==> config.mk <==
export PLATFORM = sky130hd
export DESIGN_NAME = integer_matrix_multiply_top_flat
export DESIGN_NICKNAME = d
export VERILOG_FILES = /design/src/rtl/imm_pkg.sv /design/src/rtl/imm_if.sv /design/src/rtl/imm_ram.sv /design/src/rtl/imm_queue.sv /design/src/rtl/imm_front.sv /design/src/rtl/imm_back.sv /design/src/rtl/integer_matrix_multiply_top.sv /design/src/flat_wrapper.sv
export SDC_FILE = /design/constraint.sdc
export NUM_CORES = 2
export LEC_CHECK = 0
export ABC_CLOCK_PERIOD_IN_PS = 9200
export BUFFER_PORTS_ARGS = -buffer_cell sky130_fd_sc_hd__buf_4
export CAP_MARGIN = 10
export CORE_AREA = 2 2 399 698
export DETAILED_ROUTE_END_ITERATION = 7
export DIE_AREA = 0 0 401 700
export HOLD_SLACK_MARGIN = 0.1
export PLACE_DENSITY = 0.64
export SLEW_MARGIN = 5
export SYNTH_ARGS = -nofsm -noshare
export SYNTH_HDL_FRONTEND = slang
export SYNTH_SLANG_ARGS = --single-unit
==> constraint.sdc <==
create_clock -name i_clk -period 9.2 [get_ports i_clk]
set_clock_uncertainty 0.15 [all_clocks]
set_input_delay 1.38 -clock i_clk [delete_from_list [all_inputs] [get_ports i_clk]]
set_output_delay 1.38 -clock i_clk [all_outputs]
set_load 0.03 [all_outputs]
==> src/rtl/imm_pkg.sv <==
package imm_pkg;

    localparam int CMD_W      = 2;
    localparam int IDX_W      = 3;
    localparam int VALUE_W    = 16;
    localparam int CFG_W      = 4;
    localparam int CFG_ADDR_W = 2;
    localparam int PROD_W     = 35;

    localparam int MAX_DIM_DEF    = 8;
    localparam int ELEM_WIDTH_DEF = 16;

    localparam int CMD_DEPTH = 4;
    localparam int OUT_DEPTH = 4;
    localparam int PEND_W    = $clog2(OUT_DEPTH + 1);

    localparam logic [CFG_W-1:0] CFG_RESET = 4'd8;

    localparam logic [CFG_ADDR_W-1:0] CFG_ROWS_A = 2'd0;
    localparam logic [CFG_ADDR_W-1:0] CFG_INNER  = 2'd1;
    localparam logic [CFG_ADDR_W-1:0] CFG_COLS_B = 2'd2;

    typedef enum logic [CMD_W-1:0] {
        CMD_WRITE_A = 2'd0,
        CMD_WRITE_B = 2'd1,
        CMD_COMPUTE = 2'd2,
        CMD_NONE    = 2'd3
    } t_cmd;

    typedef struct packed {
        logic [CFG_W-1:0] rows_a;
        logic [CFG_W-1:0] inner_size;
        logic [CFG_W-1:0] cols_b;
    } t_cfg;

    typedef struct packed {
        t_cmd                cmd;
        logic [IDX_W-1:0]    row;
        logic [IDX_W-1:0]    col;
        logic [VALUE_W-1:0]  value;
    } t_op;

    typedef struct packed {
        logic [IDX_W-1:0]  out_row;
        logic [IDX_W-1:0]  out_col;
        logic [PROD_W-1:0] product;
        logic              last;
    } t_res;

endpackage

==> src/rtl/imm_if.sv <==
interface imm_in_if;
    logic                             valid;
    logic                             ready;
    logic [imm_pkg::CMD_W-1:0]        command;
    logic [imm_pkg::IDX_W-1:0]        row;
    logic [imm_pkg::IDX_W-1:0]        col;
    logic signed [imm_pkg::VALUE_W-1:0] value;

    modport source (output valid, output command, output row, output col, output value,
                    input ready);
    modport sink   (input valid, input command, input row, input col, input value,
                    output ready);
endinterface

interface imm_out_if;
    logic                              valid;
    logic                              ready;
    logic [imm_pkg::IDX_W-1:0]         out_row;
    logic [imm_pkg::IDX_W-1:0]         out_col;
    logic signed [imm_pkg::PROD_W-1:0] product;
    logic                              last;

    modport source (output valid, output out_row, output out_col, output product,
                    output last, input ready);
    modport sink   (input valid, input out_row, input out_col, input product,
                    input last, output ready);
endinterface

==> src/rtl/imm_ram.sv <==
module imm_ram #(
    parameter int WIDTH = 16,
    parameter int DEPTH = 64
) (
    input  logic                     i_clk,
    input  logic                     i_we,
    input  logic [$clog2(DEPTH)-1:0] i_waddr,
    input  logic [WIDTH-1:0]         i_wdata,
    input  logic [$clog2(DEPTH)-1:0] i_raddr,
    output logic [WIDTH-1:0]         o_rdata
);

    logic [WIDTH-1:0] r_mem [DEPTH];
    logic [WIDTH-1:0] r_rdata;

    always_ff @(posedge i_clk) begin
        if (i_we) begin
            r_mem[i_waddr] <= i_wdata;
        end
        r_rdata <= r_mem[i_raddr];
    end

    assign o_rdata = r_rdata;

endmodule

==> src/rtl/imm_queue.sv <==
module imm_queue #(
    parameter type T     = logic,
    parameter int  DEPTH = 4
) (
    input  logic i_clk,
    input  logic i_rst_n,
    input  logic i_push,
    input  T     i_data,
    output logic o_full,
    output logic o_valid,
    output T     o_data,
    input  logic i_pop
);

    localparam int PW = $clog2(DEPTH);
    localparam int CW = $clog2(DEPTH + 1);

    T                r_mem [DEPTH];
    logic [PW-1:0]   r_wr;
    logic [PW-1:0]   r_rd;
    logic [CW-1:0]   r_count;
    logic            w_push;
    logic            w_pop;

    assign o_full  = (r_count == CW'(DEPTH));
    assign o_valid = (r_count != '0);
    assign o_data  = r_mem[r_rd];
    assign w_push  = i_push && !o_full;
    assign w_pop   = i_pop && o_valid;

    always_ff @(posedge i_clk) begin
        if (w_push) begin
            r_mem[r_wr] <= i_data;
        end
    end

    always_ff @(posedge i_clk) begin
        if (!i_rst_n) begin
            r_wr    <= '0;
            r_rd    <= '0;
            r_count <= '0;
        end else begin
            if (w_push) begin
                r_wr <= (r_wr == PW'(DEPTH - 1)) ? '0 : r_wr + 1'b1;
            end
            if (w_pop) begin
                r_rd <= (r_rd == PW'(DEPTH - 1)) ? '0 : r_rd + 1'b1;
            end
            case ({w_push, w_pop})
                2'b10: r_count <= r_count + 1'b1;
                2'b01: r_count <= r_count - 1'b1;
                default: r_count <= r_count;
            endcase
        end
    end

endmodule

==> src/rtl/imm_front.sv <==
module imm_front #(
    parameter int MAX_DIM = imm_pkg::MAX_DIM_DEF
) (
    imm_in_if.sink        i_in,
    input  logic          i_full,
    output logic          o_push,
    output imm_pkg::t_op  o_op
);

    imm_pkg::t_cmd w_cmd;
    logic          w_in_range;
    logic          w_keep;

    assign w_cmd      = imm_pkg::t_cmd'(i_in.command);
    assign w_in_range = (32'(i_in.row) < MAX_DIM) && (32'(i_in.col) < MAX_DIM);

    always_comb begin
        case (w_cmd)
            imm_pkg::CMD_WRITE_A: w_keep = w_in_range;
            imm_pkg::CMD_WRITE_B: w_keep = w_in_range;
            imm_pkg::CMD_COMPUTE: w_keep = 1'b1;
            default:              w_keep = 1'b0;
        endcase
    end

    assign i_in.ready = !i_full;
    assign o_push     = i_in.valid && !i_full && w_keep;

    assign o_op.cmd   = w_cmd;
    assign o_op.row   = i_in.row;
    assign o_op.col   = i_in.col;
    assign o_op.value = i_in.value;

endmodule

==> src/rtl/imm_back.sv <==
module imm_back #(
    parameter int MAX_DIM    = imm_pkg::MAX_DIM_DEF,
    parameter int ELEM_WIDTH = imm_pkg::ELEM_WIDTH_DEF
) (
    input  logic          i_clk,
    input  logic          i_rst_n,
    input  imm_pkg::t_cfg i_cfg,
    input  logic          i_op_valid,
    input  imm_pkg::t_op  i_op,
    output logic          o_op_ready,
    output logic          o_res_push,
    output imm_pkg::t_res o_res,
    input  logic          i_res_pop
);

    localparam int DEPTH = MAX_DIM * MAX_DIM;
    localparam int AW    = $clog2(DEPTH);
    localparam int CW    = $clog2(MAX_DIM + 1);
    localparam int PW    = 2 * ELEM_WIDTH;

    typedef enum logic [1:0] {
        ST_IDLE = 2'b01,
        ST_RUN  = 2'b10
    } t_state;

    function automatic logic [CW-1:0] clamp_dim(input logic [imm_pkg::CFG_W-1:0] d);
        return (32'(d) > MAX_DIM) ? CW'(MAX_DIM) : CW'(d);
    endfunction

    t_state                    r_state, n_state;
    logic [CW-1:0]             r_nr, r_nk, r_nc;
    logic                      r_zero;
    logic [CW-1:0]             r_i, r_j, r_k;
    logic [imm_pkg::PEND_W-1:0] r_pending;
    logic [DEPTH-1:0]          r_vld_a, r_vld_b;

    logic                      r_s1_valid, r_s1_first, r_s1_lastk, r_s1_last, r_s1_zero;
    logic                      r_s1_va, r_s1_vb;
    logic [CW-1:0]             r_s1_i, r_s1_j;
    logic                      r_s2_valid, r_s2_first, r_s2_lastk, r_s2_last;
    logic [CW-1:0]             r_s2_i, r_s2_j;
    logic signed [PW-1:0]      r_s2_prod;
    logic [imm_pkg::PROD_W-1:0] r_acc, n_acc;

    logic                      w_idle, w_start, w_issue, w_first;
    logic                      w_k_end, w_j_end, w_i_end;
    logic                      w_we_a, w_we_b;
    logic [AW-1:0]             w_waddr, w_addr_a, w_addr_b;
    logic [ELEM_WIDTH-1:0]     w_wdata;
    logic signed [ELEM_WIDTH-1:0] w_rd_a, w_rd_b;
    logic signed [PW-1:0]      w_mul;
    logic [CW-1:0]             w_nr, w_nk, w_nc;

    assign w_idle     = (r_state == ST_IDLE);
    assign o_op_ready = w_idle;

    always_comb begin
        w_we_a  = 1'b0;
        w_we_b  = 1'b0;
        w_start = 1'b0;
        case (i_op.cmd)
            imm_pkg::CMD_WRITE_A: w_we_a  = w_idle && i_op_valid;
            imm_pkg::CMD_WRITE_B: w_we_b  = w_idle && i_op_valid;
            imm_pkg::CMD_COMPUTE: w_start = w_idle && i_op_valid;
            default: ;
        endcase
    end

    assign w_waddr  = AW'(32'(i_op.row) * MAX_DIM + 32'(i_op.col));
    assign w_wdata  = ELEM_WIDTH'(signed'(i_op.value));
    assign w_addr_a = AW'(32'(r_i) * MAX_DIM + 32'(r_k));
    assign w_addr_b = AW'(32'(r_k) * MAX_DIM + 32'(r_j));

    imm_ram #(.WIDTH(ELEM_WIDTH), .DEPTH(DEPTH)) u_ram_a (
        .i_clk   (i_clk),
        .i_we    (w_we_a),
        .i_waddr (w_waddr),
        .i_wdata (w_wdata),
        .i_raddr (w_addr_a),
        .o_rdata (w_rd_a)
    );

    imm_ram #(.WIDTH(ELEM_WIDTH), .DEPTH(DEPTH)) u_ram_b (
        .i_clk   (i_clk),
        .i_we    (w_we_b),
        .i_waddr (w_waddr),
        .i_wdata (w_wdata),
        .i_raddr (w_addr_b),
        .o_rdata (w_rd_b)
    );

    assign w_nr = clamp_dim(i_cfg.rows_a);
    assign w_nk = clamp_dim(i_cfg.inner_size);
    assign w_nc = clamp_dim(i_cfg.cols_b);

    assign w_first = (r_k == '0);
    assign w_issue = (r_state == ST_RUN)
                     && (!w_first || r_pending < imm_pkg::PEND_W'(imm_pkg::OUT_DEPTH));
    assign w_k_end = (r_k + 1'b1 == r_nk);
    assign w_j_end = (r_j + 1'b1 == r_nc);
    assign w_i_end = (r_i + 1'b1 == r_nr);

    always_comb begin
        n_state = r_state;
        case (r_state)
            ST_IDLE: begin
                if (w_start && w_nr != '0 && w_nc != '0) begin
                    n_state = ST_RUN;
                end
            end
            ST_RUN: begin
                if (w_issue && w_k_end && w_j_end && w_i_end) begin
                    n_state = ST_IDLE;
                end
            end
            default: n_state = ST_IDLE;
        endcase
    end

    always_ff @(posedge i_clk) begin
        if (!i_rst_n) begin
            r_state   <= ST_IDLE;
            r_i       <= '0;
            r_j       <= '0;
            r_k       <= '0;
            r_pending <= '0;
            r_vld_a   <= '0;
            r_vld_b   <= '0;
        end else begin
            r_state <= n_state;
            if (w_we_a) begin
                r_vld_a[w_waddr] <= 1'b1;
            end
            if (w_we_b) begin
                r_vld_b[w_waddr] <= 1'b1;
            end
            if (w_start) begin
                r_i <= '0;
                r_j <= '0;
                r_k <= '0;
            end else if (w_issue) begin
                if (!w_k_end) begin
                    r_k <= r_k + 1'b1;
                end else begin
                    r_k <= '0;
                    if (!w_j_end) begin
                        r_j <= r_j + 1'b1;
                    end else begin
                        r_j <= '0;
                        r_i <= r_i + 1'b1;
                    end
                end
            end
            case ({w_issue && w_first, i_res_pop})
                2'b10: r_pending <= r_pending + 1'b1;
                2'b01: r_pending <= r_pending - 1'b1;
                default: r_pending <= r_pending;
            endcase
        end
    end

    always_ff @(posedge i_clk) begin
        if (w_start) begin
            r_nr   <= w_nr;
            r_nk   <= (w_nk == '0) ? CW'(1) : w_nk;
            r_nc   <= w_nc;
            r_zero <= (w_nk == '0);
        end
    end

    // read, multiply, accumulate
    always_ff @(posedge i_clk) begin
        if (!i_rst_n) begin
            r_s1_valid <= 1'b0;
            r_s2_valid <= 1'b0;
        end else begin
            r_s1_valid <= w_issue;
            r_s2_valid <= r_s1_valid;
        end
    end

    assign w_mul = w_rd_a * w_rd_b;

    always_ff @(posedge i_clk) begin
        r_s1_first <= w_first;
        r_s1_lastk <= w_k_end;
        r_s1_last  <= w_k_end && w_j_end && w_i_end;
        r_s1_zero  <= r_zero;
        r_s1_va    <= r_vld_a[w_addr_a];
        r_s1_vb    <= r_vld_b[w_addr_b];
        r_s1_i     <= r_i;
        r_s1_j     <= r_j;

        r_s2_first <= r_s1_first;
        r_s2_lastk <= r_s1_lastk;
        r_s2_last  <= r_s1_last;
        r_s2_i     <= r_s1_i;
        r_s2_j     <= r_s1_j;
        r_s2_prod  <= (r_s1_va && r_s1_vb && !r_s1_zero) ? w_mul : '0;

        if (r_s2_valid) begin
            r_acc <= n_acc;
        end
    end

    assign n_acc = r_s2_first ? imm_pkg::PROD_W'(r_s2_prod)
                              : r_acc + imm_pkg::PROD_W'(r_s2_prod);

    assign o_res_push    = r_s2_valid && r_s2_lastk;
    assign o_res.out_row = imm_pkg::IDX_W'(r_s2_i);
    assign o_res.out_col = imm_pkg::IDX_W'(r_s2_j);
    assign o_res.product = n_acc;
    assign o_res.last    = r_s2_last;

    a_pending_bound: assert property (@(posedge i_clk) disable iff (!i_rst_n)
        r_pending <= imm_pkg::PEND_W'(imm_pkg::OUT_DEPTH))
        else $error("result reservations exceed queue depth");

    a_pop_reserved: assert property (@(posedge i_clk) disable iff (!i_rst_n)
        i_res_pop |-> (r_pending != '0))
        else $error("result taken without a reservation");

    a_k_in_range: assert property (@(posedge i_clk) disable iff (!i_rst_n)
        (r_state == ST_RUN) |-> (r_k < r_nk))
        else $error("inner index out of range");

endmodule

==> src/rtl/integer_matrix_multiply_top.sv <==
// Signed integer matrix multiplier. Element writes (command 0 for A, command 1
// for B) are taken one per cycle while the command queue has room and land in
// two element stores that read as zero until written; writes outside MAX_DIM
// and command 3 are dropped. Command 2 emits C = A*B in row-major order over
// rows_a x inner_size x cols_b (each clamped to MAX_DIM), with last set on the
// final word. A single multiply-accumulate unit reads one A and one B element
// per cycle while a result slot can be reserved in the output queue, and each
// word of C sums max(inner_size, 1) products: the stores are read, the product
// is registered and then accumulated before the word enters the output queue.
// Commands wait in a four-deep queue while a product is being computed. Sizes
// are written by the user only while the block is idle, which is not enforced.
module integer_matrix_multiply_top #(
    parameter int MAX_DIM    = imm_pkg::MAX_DIM_DEF,
    parameter int ELEM_WIDTH = imm_pkg::ELEM_WIDTH_DEF
) (
    input  logic                             i_clk,
    input  logic                             i_rst_n,
    input  logic                             i_cfg_we,
    input  logic [imm_pkg::CFG_ADDR_W-1:0]   i_cfg_addr,
    input  logic [imm_pkg::CFG_W-1:0]        i_cfg_data,
    imm_in_if.sink                           i_in,
    imm_out_if.source                        o_out
);

    imm_pkg::t_cfg r_cfg;
    imm_pkg::t_op  w_front_op, w_op;
    imm_pkg::t_res w_res, w_out_res;
    logic          w_front_push, w_cmd_full, w_op_valid, w_op_ready;
    logic          w_res_push, w_res_full, w_res_pop;

    always_ff @(posedge i_clk) begin
        if (!i_rst_n) begin
            r_cfg.rows_a     <= imm_pkg::CFG_RESET;
            r_cfg.inner_size <= imm_pkg::CFG_RESET;
            r_cfg.cols_b     <= imm_pkg::CFG_RESET;
        end else if (i_cfg_we) begin
            case (i_cfg_addr)
                imm_pkg::CFG_ROWS_A: r_cfg.rows_a     <= i_cfg_data;
                imm_pkg::CFG_INNER:  r_cfg.inner_size <= i_cfg_data;
                imm_pkg::CFG_COLS_B: r_cfg.cols_b     <= i_cfg_data;
                default: ;
            endcase
        end
    end

    imm_front #(.MAX_DIM(MAX_DIM)) u_front (
        .i_in   (i_in),
        .i_full (w_cmd_full),
        .o_push (w_front_push),
        .o_op   (w_front_op)
    );

    imm_queue #(.T(imm_pkg::t_op), .DEPTH(imm_pkg::CMD_DEPTH)) u_cmd_queue (
        .i_clk   (i_clk),
        .i_rst_n (i_rst_n),
        .i_push  (w_front_push),
        .i_data  (w_front_op),
        .o_full  (w_cmd_full),
        .o_valid (w_op_valid),
        .o_data  (w_op),
        .i_pop   (w_op_ready)
    );

    imm_back #(.MAX_DIM(MAX_DIM), .ELEM_WIDTH(ELEM_WIDTH)) u_back (
        .i_clk      (i_clk),
        .i_rst_n    (i_rst_n),
        .i_cfg      (r_cfg),
        .i_op_valid (w_op_valid),
        .i_op       (w_op),
        .o_op_ready (w_op_ready),
        .o_res_push (w_res_push),
        .o_res      (w_res),
        .i_res_pop  (w_res_pop)
    );

    imm_queue #(.T(imm_pkg::t_res), .DEPTH(imm_pkg::OUT_DEPTH)) u_out_queue (
        .i_clk   (i_clk),
        .i_rst_n (i_rst_n),
        .i_push  (w_res_push),
        .i_data  (w_res),
        .o_full  (w_res_full),
        .o_valid (o_out.valid),
        .o_data  (w_out_res),
        .i_pop   (w_res_pop)
    );

    assign w_res_pop     = o_out.valid && o_out.ready;
    assign o_out.out_row = w_out_res.out_row;
    assign o_out.out_col = w_out_res.out_col;
    assign o_out.product = w_out_res.product;
    assign o_out.last    = w_out_res.last;

    a_no_overflow: assert property (@(posedge i_clk) disable iff (!i_rst_n)
        w_res_push |-> (!w_res_full || w_res_pop))
        else $error("result word pushed into a full queue");

endmodule

==> src/flat_wrapper.sv <==
// flat-port wrapper written by rule: the top's interface ports become plain ports
module integer_matrix_multiply_top_flat 
#(
    parameter int MAX_DIM    = imm_pkg::MAX_DIM_DEF,
    parameter int ELEM_WIDTH = imm_pkg::ELEM_WIDTH_DEF
)
  (i_clk, i_rst_n, i_cfg_we, i_cfg_addr, i_cfg_data, i_in_valid, i_in_command, i_in_row, i_in_col, i_in_value, i_in_ready, o_out_valid, o_out_out_row, o_out_out_col, o_out_product, o_out_last, o_out_ready);
  imm_in_if i_in_i ();
  imm_out_if o_out_i ();
  input  logic i_clk;
  input  logic i_rst_n;
  input  logic i_cfg_we;
  input  logic [imm_pkg::CFG_ADDR_W-1:0] i_cfg_addr;
  input  logic [imm_pkg::CFG_W-1:0] i_cfg_data;
  input wire logic [$bits(i_in_i.valid)-1:0] i_in_valid;
  input wire logic [$bits(i_in_i.command)-1:0] i_in_command;
  input wire logic [$bits(i_in_i.row)-1:0] i_in_row;
  input wire logic [$bits(i_in_i.col)-1:0] i_in_col;
  input wire logic [$bits(i_in_i.value)-1:0] i_in_value;
  output wire logic [$bits(i_in_i.ready)-1:0] i_in_ready;
  output wire logic [$bits(o_out_i.valid)-1:0] o_out_valid;
  output wire logic [$bits(o_out_i.out_row)-1:0] o_out_out_row;
  output wire logic [$bits(o_out_i.out_col)-1:0] o_out_out_col;
  output wire logic [$bits(o_out_i.product)-1:0] o_out_product;
  output wire logic [$bits(o_out_i.last)-1:0] o_out_last;
  input wire logic [$bits(o_out_i.ready)-1:0] o_out_ready;
  assign i_in_i.valid = i_in_valid;
  assign i_in_i.command = i_in_command;
  assign i_in_i.row = i_in_row;
  assign i_in_i.col = i_in_col;
  assign i_in_i.value = i_in_value;
  assign i_in_ready = i_in_i.ready;
  assign o_out_valid = o_out_i.valid;
  assign o_out_out_row = o_out_i.out_row;
  assign o_out_out_col = o_out_i.out_col;
  assign o_out_product = o_out_i.product;
  assign o_out_last = o_out_i.last;
  assign o_out_i.ready = o_out_ready;
  integer_matrix_multiply_top #(.MAX_DIM(MAX_DIM), .ELEM_WIDTH(ELEM_WIDTH)) u_core (.i_clk(i_clk), .i_rst_n(i_rst_n), .i_cfg_we(i_cfg_we), .i_cfg_addr(i_cfg_addr), .i_cfg_data(i_cfg_data), .i_in(i_in_i), .o_out(o_out_i));
endmodule
# Yosys cells after proc, flatten, opt, wreduce, memory -nomap -nowiden
# Memories as Yosys holds them, arrays and structs flattened. A register that Yosys moved wholly into a read port is not among the register bits.
# Cells that the tools add are included.
word_totals:
  out_inout_bits: 44
  n_memories: 4
  regBits: 274
  inputBits: 35
  ramBits: 2312
  elab_cells: 178
classes:
  bitwise_logic: 3
  n_lt_le_gt_ge: 8
  mux: 38
  mul: 1
  n_reduce_logical: 45
  n_eq_ne: 25
  add_sub_neg: 17
memory_table:
  columns: ["memory", "words", "width", "rd", "rd_ports_with_merged_regs", "write_ports", "line", "rtl"]
  rows:
  - ["u_core.u_back.u_ram_a.r_mem", 64, 16, 1, 1, 1, "imm_ram.sv:13", "logic [WIDTH-1:0] r_mem [DEPTH];"]
  - ["u_core.u_back.u_ram_b.r_mem", 64, 16, 1, 1, 1, "imm_ram.sv:13", null]
  - ["u_core.u_out_queue.r_mem", 4, 42, 1, 1, 1, "imm_queue.sv:18", "T r_mem [DEPTH];"]
  - ["u_core.u_cmd_queue.r_mem", 4, 24, 1, 1, 1, "imm_queue.sv:18", null]
ops:
  columns: ["cell", "count"]
  rows:
  - ["$or 64x64->64", 2]
  - ["$add 35x35->35", 1]
  - ["$mux 35", 1]
  - ["$mul 16x16->32", 1]
  - ["$eq 2x2->1 const B", 11]
  - ["$lt 6x7->1 const B", 3]
  - ["$logic_and 1x1->1", 20]
  - ["$mux 2", 10]
  - ["$mux 4", 5]
  - ["$pmux 3 s2", 3]
  - ["$mux 1", 15]
  - ["$eq 2x1->1 const B", 7]
  - ["$add 4x1->4 const B", 3]
  - ["$add 6x4->6", 2]
  - ["$bmux 1 s6", 2]
  - ["$eq 4x4->1", 3]
  - ["$gt 4x4->1 const B", 3]
  - ["$reduce_and 2->1", 5]
  - ["$add 3x1->3 const B", 3]
  - ["$sub 3x1->3 const B", 3]
  - ["$add 2x1->2 const B", 4]
  - ["$logic_not 4->1", 2]
  - ["$reduce_bool 4->1", 2]
  - ["$add 6x3->6", 1]
  - ["16 further kinds", 25]

# Logic depth before layout (Yosys ltp)
depth:
  depth_word: 9
  depth_mapped: 24
  mapped_depth_nobuf: 22

# Hierarchy
# From an unflattened synthesis, not the netlist that was laid out.
unflattened:
  cells_unflattened: 6395
  area_unflattened_um2: 112594.2
modules_own_cells:
  columns: ["mod", "n_inst", "cells_each", "area_per_inst_um2", "seq_area_each_um2"]
  rows:
  - ["imm_ram", 2, 1829, 40042.2, 31069.8]
  - ["imm_back", 1, 2207, 21222.9, 5445.2]
  - ["imm_queue (u_core.u_out_queue)", 1, 276, 6608.8, 5225.0]
  - ["imm_queue (u_core.u_cmd_queue)", 1, 182, 3998.8, 3062.9]
  - ["integer_matrix_multiply_top", 1, 45, 485.5, 240.2]
  - ["imm_front", 1, 27, 193.9, 0.0]

# Least setup slack after synthesis
# OpenSTA, ideal clock, no wires.
synth_timing:
  path_kind: "reg2reg"
  from: "register u_core.u_back.u_ram_a.r_rdata[15], in the netlist u_core.u_back.u_ram_a.o_rdata[15], read port of u_core.u_back.u_ram_a.r_mem"
  to: "register u_core.u_back.r_s2_prod[29]"
  required_time_ns: 8.922
  arrival_ns: 5.709
  n_path_buf: 1
  path_stages_with_launch: 22
  period_less_slack_ns: 5.987
  setup_time_ns: 0.128
  path_slack_ns: 3.213
  path_cell_list: "dfxtp_1 clkbuf_1 nand2_1 inv_1 fa_1 fa_1 fa_1 fa_1 fa_1 inv_1 fa_1 inv_1 ha_1 a21o_1 a21o_1 a21oi_1 o31ai_1 nand2_1 a31oi_1 a31o_2 xnor2_1 nor2_1"
synth_between:
  elab_chain_len: 1
synth_lines:
  columns: ["element", "line", "rtl"]
  rows:
  - ["from (decl)", "imm_ram.sv:14", "logic [WIDTH-1:0] r_rdata;"]
  - ["$mul 16x16->32", "imm_back.sv:182", "assign w_mul = w_rd_a * w_rd_b;"]
  - ["to (signal assigned)", "imm_back.sv:199", "r_s2_prod <= (r_s1_va && r_s1_vb && !r_s1_zero) ? w_mul : '0;"]
  - ["to (decl)", "imm_back.sv:42", "logic signed [PW-1:0] r_s2_prod;"]
# Every way passes these cells.
# A chain may end at the register's enable or synchronous reset.

# Worst setup path after layout
layout_timing:
  from: "register u_core.u_back.u_ram_a.r_rdata[10], in the netlist u_core.u_back.u_ram_a.o_rdata[10], read port of u_core.u_back.u_ram_a.r_mem"
  to: "register u_core.u_back.r_s2_prod[22]"
# Same word-level chain as after synthesis.

==> out/metrics.yaml <==
intPower_mw: 20.8
ys_ff_latch: 2622
dr.pass1.iters: 6
switching_share_pct: 25.6
synth_top_cell_area_share_pct: 64.6
fin_tns_setup_ns: 0
io_pins: 79
endpoint: "u_core.u_back.r_s2_prod[22]$_SDFF_PN0_"
p_clk_share_pct: 34.7
cp_num_buf_inv: 1
worstRegToRegCells: 16
crit_slowest_cell: "dfxtp_1"
multi_input_comb_area_um2: 31500
initial_core_util_pct: 39.9
crit_arrival_ns: 7.47
drv_cap: 0
area_delta_synth_final_pct: 12.1
hp-class: "register to register"
synth.area.top_cells: "edfxtp_1 (65%), mux4_2 (16%), fa_1 (4.9%)"
rr_startpoint: "u_core.u_back.u_ram_a.o_rdata[10]$_DFF_P_"
postCtsSetupBuffers: 0
synth_warnings: 0
combPwrFrac_pct: 13.6
end_kind: "register"
cp_max_fo: 16
pwr-share-seq_pct: 51.7
synth-main-ff-cell: "edfxtp_1"
fmax_mhz: 146
path_depth: 16
cp_cell_sequence: "nand2_1 -> fa_1 -> fa_1 -> fa_1 -> fa_1 -> inv_1 -> fa_1 -> fa_1 -> ha_1 -> a21o_1 -> a2111oi_2 -> o41ai_2 -> a2111oi_1 -> o31ai_1 -> xnor2_1 -> nor2_1"
met1_length_um: 91100
fillerInstances: 23300
regArea_um2: 76100
core-area_um2: 275000
setup_viol: 0
yosys.area.top_type: "edfxtp_1"
track_usage_pct: 19.0
top_layer: "met5"
netSwitchingPower_mw: 7.14
clk_latency_ns: 0.92
cts_tree: "built"
clock_sinks: 2622
wire_per_inst_um: 27.8
die_y_um: 700
cts_max_level: 4
p_per_area_nw_per_um2: 227
start_kind: "register"
mostFrequentLayoutCells: "edfxtp_1 (2360), mux4_2 (764), inv_1 (331), fa_1 (266), buf_4 (263)"
cts_hold_buf: 0
avgViaCountPerCell: 5.46
final_antenna_net_count: 0
synth_edf_count: 2360
met2_wirelength_um: 150000
slew_viol_final: 0
first_global_vias: 56000
drc_errors: 0
ys_seq_area_share_pct: 69.3
dieArea_um2: 281000
max_stage_delay_ns: 0.83
fin_crit_ns: 6.86
synthArstFlopShare_pct: 0
grt_pass1_wl_um: 388000
rrSetupSlack_ns: 2.34
die_x_um: 401
dp.final_hpwl_um: 173000
syn_area_um2: 110000
dr.first_iter.drc_count: 4379
dr_total_vias: 52400
crit_required_ns: 9.81
final_layout_size_suffix_gt1_share_pct: 23.7
slew-limit-headroom_pct: 18.4
grt_setup_unrepaired: "no"
clk_pin_slew_ns: 0.06
rows: 255
holdWs_ns: 0.177
wl_um: 267000
worstSetupPathType: "register to register"
layout.nets: 6246
outcome: "finished, final reports clean"
p_leak_nw: 39.3
worst_path_most_repeated_cell: "fa_1"
post-route-period-util_pct: 74.6
ctsResizeCount: 0
synth_cells: 5564
crit_family: "adder cells"
synth_cell_types: 62
clock_path_buffers: 4
layout_commonest_cell: "edfxtp_1"
overflow: 0
wl_met3_um: 10800
cts_buffers: 230
cp-startpoint: "u_core.u_back.u_ram_a.o_rdata[10]$_DFF_P_"
synth_area_per_cell_um2: 19.7
r2r_end: "u_core.u_back.r_s2_prod[22]$_SDFF_PN0_"
irDropWorstVdd_mv: 0.201
ctsRootBufferMaster: "clkbuf_16"
gp_congestion: 0.852
grt_max_degree: 143
io_buffers: 78
worst_pin_slew_ns: 1.22
hold_viol: 0
synth_nets: 6002
antenna_found_initial: 13
Yosys cell counts, types with 4 or more instances:
library cell and count:
edfxtp_1 2360, mux4_2 780, inv_1 331, fa_1 266, dfxtp_1 262, nand2_1 207
nor2_1 206, clkbuf_1 180, and2_1 150, ha_1 137, o21a_1 133, buf_2 66
o21ai_0 65, a21oi_1 56, xnor2_1 54, xor2_1 37, a21o_1 32, nor2b_1 29
nand3_1 22, mux2i_1 18, nand2b_1 18, buf_1 14, or3_1 12, a21boi_0 11
a31oi_1 11, nor3_1 11, nand4_1 10, and3_1 9, o31ai_1 8, o21bai_1 7
nand3b_1 6, nor3b_1 6, nor4_1 5, a211oi_1 4
worst min path at each step:
stage | cells after the start | to | startpoint | slack, ns
CTS | 0 | u_core.u_back.r_s2_first$_DFF_P_ | u_core.u_back.r_s1_first$_DFF_P_ | 0.18
detailed placement | 0 | u_core.u_back.r_s2_first$_DFF_P_ | u_core.u_back.r_s1_first$_DFF_P_ | 0.16
global route | 0 | u_core.u_back.r_s2_first$_DFF_P_ | u_core.u_back.r_s1_first$_DFF_P_ | 0.18
finish | 0 | u_core.u_back.r_s2_first$_DFF_P_ | u_core.u_back.r_s1_first$_DFF_P_ | 0.18
floorplan | 0 | u_core.u_back.r_s2_first$_DFF_P_ | u_core.u_back.r_s1_first$_DFF_P_ | 0.16
global placement | 0 | u_core.u_back.r_s2_first$_DFF_P_ | u_core.u_back.r_s1_first$_DFF_P_ | 0.16
power groups by stage:
stage / combinational, mW / clock (mW) / sequential [mW]
floorplan: 2.32 / 0 / 14.7
detailed placement: 3.81 / 0 / 14.7
global placement: 3.65 / 0 / 14.7
global route: 4.19 / 10.3 / 14.4
CTS: 3.81 / 9.88 / 14.4
finish: 3.79 / 9.70 / 14.4
metrics by stage:
stage | area, um2 | total power [mW] | worst slack (ns) | utilization (%) | cells
after CTS | 123000 | 28.1 | 2.31 | 44.7 | 9596
after detailed placement | 116000 | 18.5 | 2.30 | 42.0 | 9174
final | 123000 | 27.9 | 2.34 | 44.7 | 9612
after floorplan | 110000 | 17.0 | 3.21 | - | 5564
after global routing | 123000 | 28.9 | 2.06 | 44.7 | 9607
after global placement | 116000 | 18.3 | 2.37 | 42.0 | 9174
final cells by class:
type / instances / area share (%)
Timing Repair Buffer: 272 / 1.74
Clock buffer: 305 / 5.13
Multi-Input combinational cell: 2351 / 25.6
Inverter: 331 / 1.01
Clock inverter: 117 / 0.957
Sequential cell: 2622 / 61.9
Tap cell: 3598 / 3.66
Antenna cell: 16 / 0.0325
registers in the layout, indices dropped and copies added, names as in the netlist, 4 cells and up, named ones only:
register and count:
u_core.u_back.u_ram_a.r_mem 1024, u_core.u_back.u_ram_b.r_mem 1024, u_core.u_out_queue.r_mem 168, u_core.u_cmd_queue.r_mem 96, u_core.u_back.r_vld_a 64, u_core.u_back.r_vld_b 64, u_core.u_back.r_acc 35, u_core.u_back.r_s2_prod 32
u_core.u_back.u_ram_a.o_rdata 16, u_core.u_back.u_ram_b.o_rdata 16, u_core.r_cfg 12, u_core.u_back.r_i 4, u_core.u_back.r_j 4, u_core.u_back.r_k 4, u_core.u_back.r_nc 4, u_core.u_back.r_nk 4
u_core.u_back.r_nr 4
logic make-up (layout without fill, tap and decap cells):
kind of cell	after synthesis	in the layout	share of synthesized area [%]
AO/OA/AOI/OAI	352	352	2.16
XOR/XNOR	91	91	0.726
adder cells (fa/ha/maj)	403	403	6.41
buffers and inverters	591	1025	2.10
flip-flops	2622	2622	69.3
multiplexers	799	799	16.2
other	0	16	0
AND/OR/NAND/NOR	706	706	3.09
metal layers:
layer	track usage, %	up-vias
met5	0	-
met4	9.37	4
met3	2.01	480
met2	36.5	1386
met1	20.4	28200
li1	-	22300
Power figures use the tool's default switching activity.
